<file path="src/hw/rtl/fhce_pkg.sv">
package fhce_pkg;

  localparam int NUM_BINS_DEF    = 128;
  localparam int COUNT_WIDTH_DEF = 24;
  localparam int NUM_CLASSES     = 3;

  localparam int LEN_W     = 7;
  localparam int SAMPLE_W  = 8;
  localparam int BOUND_W   = 16;
  localparam int MULT_W    = 3;
  localparam int MULT_X_W  = 4;
  localparam int RANGE_W   = 9;
  localparam int CLASS_W   = 31;
  localparam int WSUM_W    = 46;
  localparam int DIV_W     = 36;
  localparam int CELL_W    = 18;
  localparam int CLS_IDX_W = 2;
  localparam int REG_IDX_W = 3;

  localparam int BIN_SHIFT = 8;
  localparam logic [BOUND_W-1:0] BOUND_ROUND = 16'h00ff;

  localparam logic [CLASS_W-1:0] CLASS_MAX = 31'h7fff_ffff;
  localparam logic [WSUM_W-1:0]  WSUM_MAX  = 46'h3fff_ffff_ffff;
  localparam logic [CELL_W-1:0]  CELL_MAX  = 18'h3_ffff;
  localparam logic [MULT_W-1:0]  MULT_START_RESET = 3'd2;

  localparam logic [REG_IDX_W-1:0] REG_LOW_BOUND_0  = 3'd0;
  localparam logic [REG_IDX_W-1:0] REG_HIGH_BOUND_0 = 3'd1;
  localparam logic [REG_IDX_W-1:0] REG_LOW_BOUND_1  = 3'd2;
  localparam logic [REG_IDX_W-1:0] REG_HIGH_BOUND_1 = 3'd3;
  localparam logic [REG_IDX_W-1:0] REG_LOW_BOUND_2  = 3'd4;
  localparam logic [REG_IDX_W-1:0] REG_HIGH_BOUND_2 = 3'd5;
  localparam logic [REG_IDX_W-1:0] REG_MULT_START   = 3'd6;

  typedef struct packed {
    logic busy;
    logic done;
  } div_status_t;

  function automatic logic [RANGE_W-1:0] round_bound(input logic [BOUND_W-1:0] b);
    logic [BOUND_W:0] s;
    s = {1'b0, b} + {1'b0, BOUND_ROUND};
    return RANGE_W'(s >> BIN_SHIFT);
  endfunction

endpackage

</file>
<file path="src/hw/rtl/fhce_div.sv">
module fhce_div #(
  parameter int DIVIDEND_W = fhce_pkg::WSUM_W,
  parameter int DIVISOR_W  = fhce_pkg::DIV_W
) (
  input  logic                  clk,
  input  logic                  rst,
  input  logic                  start,
  input  logic [DIVIDEND_W-1:0] dividend,
  input  logic [DIVISOR_W-1:0]  divisor,
  output fhce_pkg::div_status_t status,
  output logic [DIVIDEND_W-1:0] quotient
);

  localparam int CNT_W = $clog2(DIVIDEND_W + 1);

  logic [DIVIDEND_W-1:0] quot;
  logic [DIVISOR_W-1:0]  rem;
  logic [DIVISOR_W-1:0]  dvs;
  logic [CNT_W-1:0]      cnt;
  logic                  busy;
  logic                  done;

  logic [DIVISOR_W:0]    shifted;
  logic [DIVISOR_W:0]    diff;
  logic                  fits;

  assign shifted = {rem, quot[DIVIDEND_W-1]};
  assign diff    = shifted - {1'b0, dvs};
  assign fits    = shifted >= {1'b0, dvs};

  always_ff @(posedge clk) begin
    if (rst) begin
      busy <= 1'b0;
      done <= 1'b0;
      cnt  <= '0;
    end else begin
      done <= 1'b0;
      if (start) begin
        busy <= 1'b1;
        cnt  <= CNT_W'(DIVIDEND_W);
      end else if (busy) begin
        cnt <= cnt - 1'b1;
        if (cnt == CNT_W'(1)) begin
          busy <= 1'b0;
          done <= 1'b1;
        end
      end
    end
  end

  always_ff @(posedge clk) begin
    if (start) begin
      quot <= dividend;
      rem  <= '0;
      dvs  <= divisor;
    end else if (busy) begin
      quot <= {quot[DIVIDEND_W-2:0], fits};
      rem  <= fits ? diff[DIVISOR_W-1:0] : shifted[DIVISOR_W-1:0];
    end
  end

  assign status.busy = busy;
  assign status.done = done;
  assign quotient    = quot;

endmodule

</file>
<file path="config.mk">
export PLATFORM = sky130hd
export DESIGN_NAME = fhce_div
export DESIGN_NICKNAME = d
export VERILOG_FILES = /design/src/hw/rtl/fhce_pkg.sv /design/src/hw/rtl/fhce_div.sv
export SDC_FILE = /design/constraint.sdc
export NUM_CORES = 1
export LEC_CHECK = 0
export BUFFER_PORTS_ARGS = -buffer_cell sky130_fd_sc_hd__buf_4
export CORE_UTILIZATION = 40
export DETAILED_ROUTE_END_ITERATION = 12
export SLEW_MARGIN = 10
export SYNTH_ARGS = -nofsm -noshare
export SYNTH_HDL_FRONTEND = slang
export SYNTH_SLANG_ARGS = --single-unit
</file>
<file path="constraint.sdc">
create_clock -name clk -period 3.6 [get_ports clk]
set_input_delay 0.72 -clock clk [delete_from_list [all_inputs] [get_ports clk]]
set_output_delay 0.72 -clock clk [all_outputs]
set_load 0.01 [all_outputs]
</file>
==> summary.md <==
| Metric | Value |
|---|---|
| Static Leakage | between 0.003 and 0.004 µW |
| Area contributors post-synth | edfxtp_1 35%, dfxtp_1 13%, mux2_2 7.5%, ha_1 6.8%, nand2_1 3.4% |
| Net Count, Synth | around 800 |
| Min-delay worst type | in2reg |
| Vias in the first global route | about 5600 |
| Ant diodes | 0 |
| H-tree depth | 4 |
| Fillers | between 1500 and 2000 |
| Peak Freq | ~0.31 GHz |
| Final nets | 931 |
| First-pass GRT wire length | about 28 mm |
| Most used DFF post-synth | edfxtp_1 |
| Post-synth top area share | roughly a third |
| Number of antenna violations at the first check in global routing | 0 |
| DRT antenna net count | 0 |
| EDFF count, synth | 82 |
| Min-delay src | divisor[4] |
| RR Endpoint | rem[34]$_SDFFE_PP0P_ |
| Final setup TNS | 0 ps |
| DR pass1 iterations | 4 |
| Seq cells post-synth | 126 |
| Minimum clock period | 3180 ps |
| Crit. Startpoint | quotient[45]$_DFFE_PP_ |
| Min Hold Slack | around 460 ps |
| Fin cells | approximately 1000 |
| DRC | 0 |
| Post-Syn Area per Cell | around 10 µm² |
| Slew HR | a little under half |
| Die area | about 18000 µm² |
| I/O pins | 133 |
| Worst Setup Start Kind | flip-flop |
| Final hold viol count | 0 |
| Final setup viols | 0 |
| CP max FO | 4 |
| Starting Density | 40.9% |
| Least-Margin Pin Slew | between 700 and 800 ps |
| RSZ-0062 raised after global routing | false |
| Pin count of the biggest net entering global routing | 62 |
| Reg2reg start | quotient[45]$_DFFE_PP_ |
| Status | complete, no violations |
| HPWL after DPL | 11.9 mm |
| Die H | 135 µm |
| Setup Fix Bufs, Post-CTS | 0 |
| Gr ovfl total | 0 |
| Die X | about 130 µm |
| Final period utilization | between 80% and 90% |
| Worst skew pair latency | around 430 ps |
| Multi-input gate area | roughly 3300 µm² |
| WL final | about 17 mm |
| Final Util | between 50% and 60% |
| Final setup skew | 18.7 ps |
| Core Area | ~17000 µm² |
| Crit path to | rem[34]$_SDFFE_PP0P_ |
| Clock Path Buffers | 2 |
| Syn Inst Count | about 680 |
| Area delta synth->final | 25.0% |
| Asr flop ratio synth | 0% |
| PortBufs | 132 |
| GP Congestion | between 0.8 and 0.9 |
| Pwr dens | 506 nW/µm² |
| GRT Total Usage | about a fifth |
| Critical path capture point type | flip-flop |
| Worst Path Class, Setup | reg2reg |
| Synth Warn # | 0 |
| Post-CTS sizing | 0 |
| Vias per inst | around 5.3 |
| Most frequent cell after synthesis | edfxtp_1 |
| Num CTS Buffers | 17 |
| Maximum vdd drop | approximately 0.34 mV |
| Synth unique cells | between 60 and 70 |
| Register area | 3340 µm² |
| Leading area contributor after synthesis | edfxtp_1 |
| R2R Setup Slk | 420 ps |
| Sequential area share after synthesis | 47.5% |
| Site Rows | between 40 and 50 |
| Share of cells above drive strength 1 | 28.3% |
| Final slew viol count | 0 |
| Synthesized area | between 7000 and 8000 µm² |
| Clock slew at reported path FFs | about 70 ps |
| CTS Root Cell | clkbuf_16 |
| WP data required | 3910 ps |
| CP Data Arrival Time | 3490 ps |
| Vias | between 5000 and 6000 |
| Placed cells | roughly 1000 |
| R2R cell count | 12 |
| CTS sink count | 126 |
| Routed wirelength normalized by instance count | about 16 µm |
| Hold buffer count at cts | 0 |
| Synth top cells by count | 82 x edfxtp_1, 64 x nand2_1, 51 x inv_1, 51 x nor2_1, 47 x mux2_2 |
| CTS tree | built |
| DR iter-0 viols | about 270 |
| Max-cap viol count | 0 |
-- per-stage QoR --
step | instance area (µm²) | worst slack, ps | total power, µW
2_1_floorplan | 7040 | 813 | 2440
3_3_place_gp | 8220 | 498 | 2740
3_5_place_dp | 8220 | 442 | 2750
4_1_cts | 8800 | 400 | 4500
5_1_grt | 8800 | 157 | 4660
6_report | 8800 | 425 | 4460
-- sequential cells by signal, indices dropped and copies added (netlist names) --
signal,flops
rem,36
dvs,36
busy,1
done,1
cnt,6
quotient,46
-- layout by cell type, fill, tap and decap left out, types with 20 or more instances in the layout --
master,instances
buf_4,141
edfxtp_1,82
nand2_1,64
nor2_1,51
inv_1,50
mux2_2,47
dfxtp_1,43
a21oi_1,39
ha_1,38
o21ai_0,21
xnor2_1,21
a21o_1,20
-- logic make-up (layout without fill, tap and decap cells) --
kind of cell    after synthesis  in the layout  synth area share, %
compound gates              156            156                 15.0
xor+xnor                     35             35                 4.35
fa+ha+maj                    39             39                 7.04
buf+inv                      84            225                 5.31
flops                       126            126                 47.5
mux                          56             56                 8.87
simple gates                183            183                 12.0
-- routing by layer --
metal	share of wire [%]	GRT usage, %	vias up	wire (µm)
li1	-	-	2741	-
met5	0	0	-	0
met4	1.4	7.74	0	233
met3	7.9	6.34	23	1320
met1	44	24.4	2606	7420
met2	46	30.5	180	7730
-- power by group --
part           internal [µW]  switching (µW)
Sequential              1690            83.8
Clock                   1030             696
Combinational            443             511
Total                   3170            1290
-- how the worst min path moves through the flow --
stage	endpoint	depth (start not counted)	slack, ps
2_1_floorplan	rem[24]$_SDFFE_PP0P_	2	460
3_3_place_gp	rem[18]$_SDFFE_PP0P_	2	480
3_5_place_dp	rem[6]$_SDFFE_PP0P_	2	490
4_1_cts	dvs[4]$_DFFE_PP_	1	450
5_1_grt	dvs[3]$_DFFE_PP_	1	440
6_report	dvs[4]$_DFFE_PP_	1	460
-- cell type report --
class	instances	area share (%)
flip-flops and latches	126	38.0
multi-input cells	469	37.8
repair buffers	142	12.2
clock buffers	18	4.87
well taps	225	3.20
inverters	51	2.17
clock inverters	14	1.76
-- worst max-delay path, stage by stage (launching register included) --
cell,delay [ps]
edfxtp_1,390
inv_1,60
ha_1,230
fa_1,400
nor2b_1,200
o211ai_1,140
a31oi_1,320
o211ai_1,250
a21oi_1,180
nor2b_1,110
o41ai_1,410
xor2_1,110
a31o_2,250
Power figures use the tool's default switching activity.
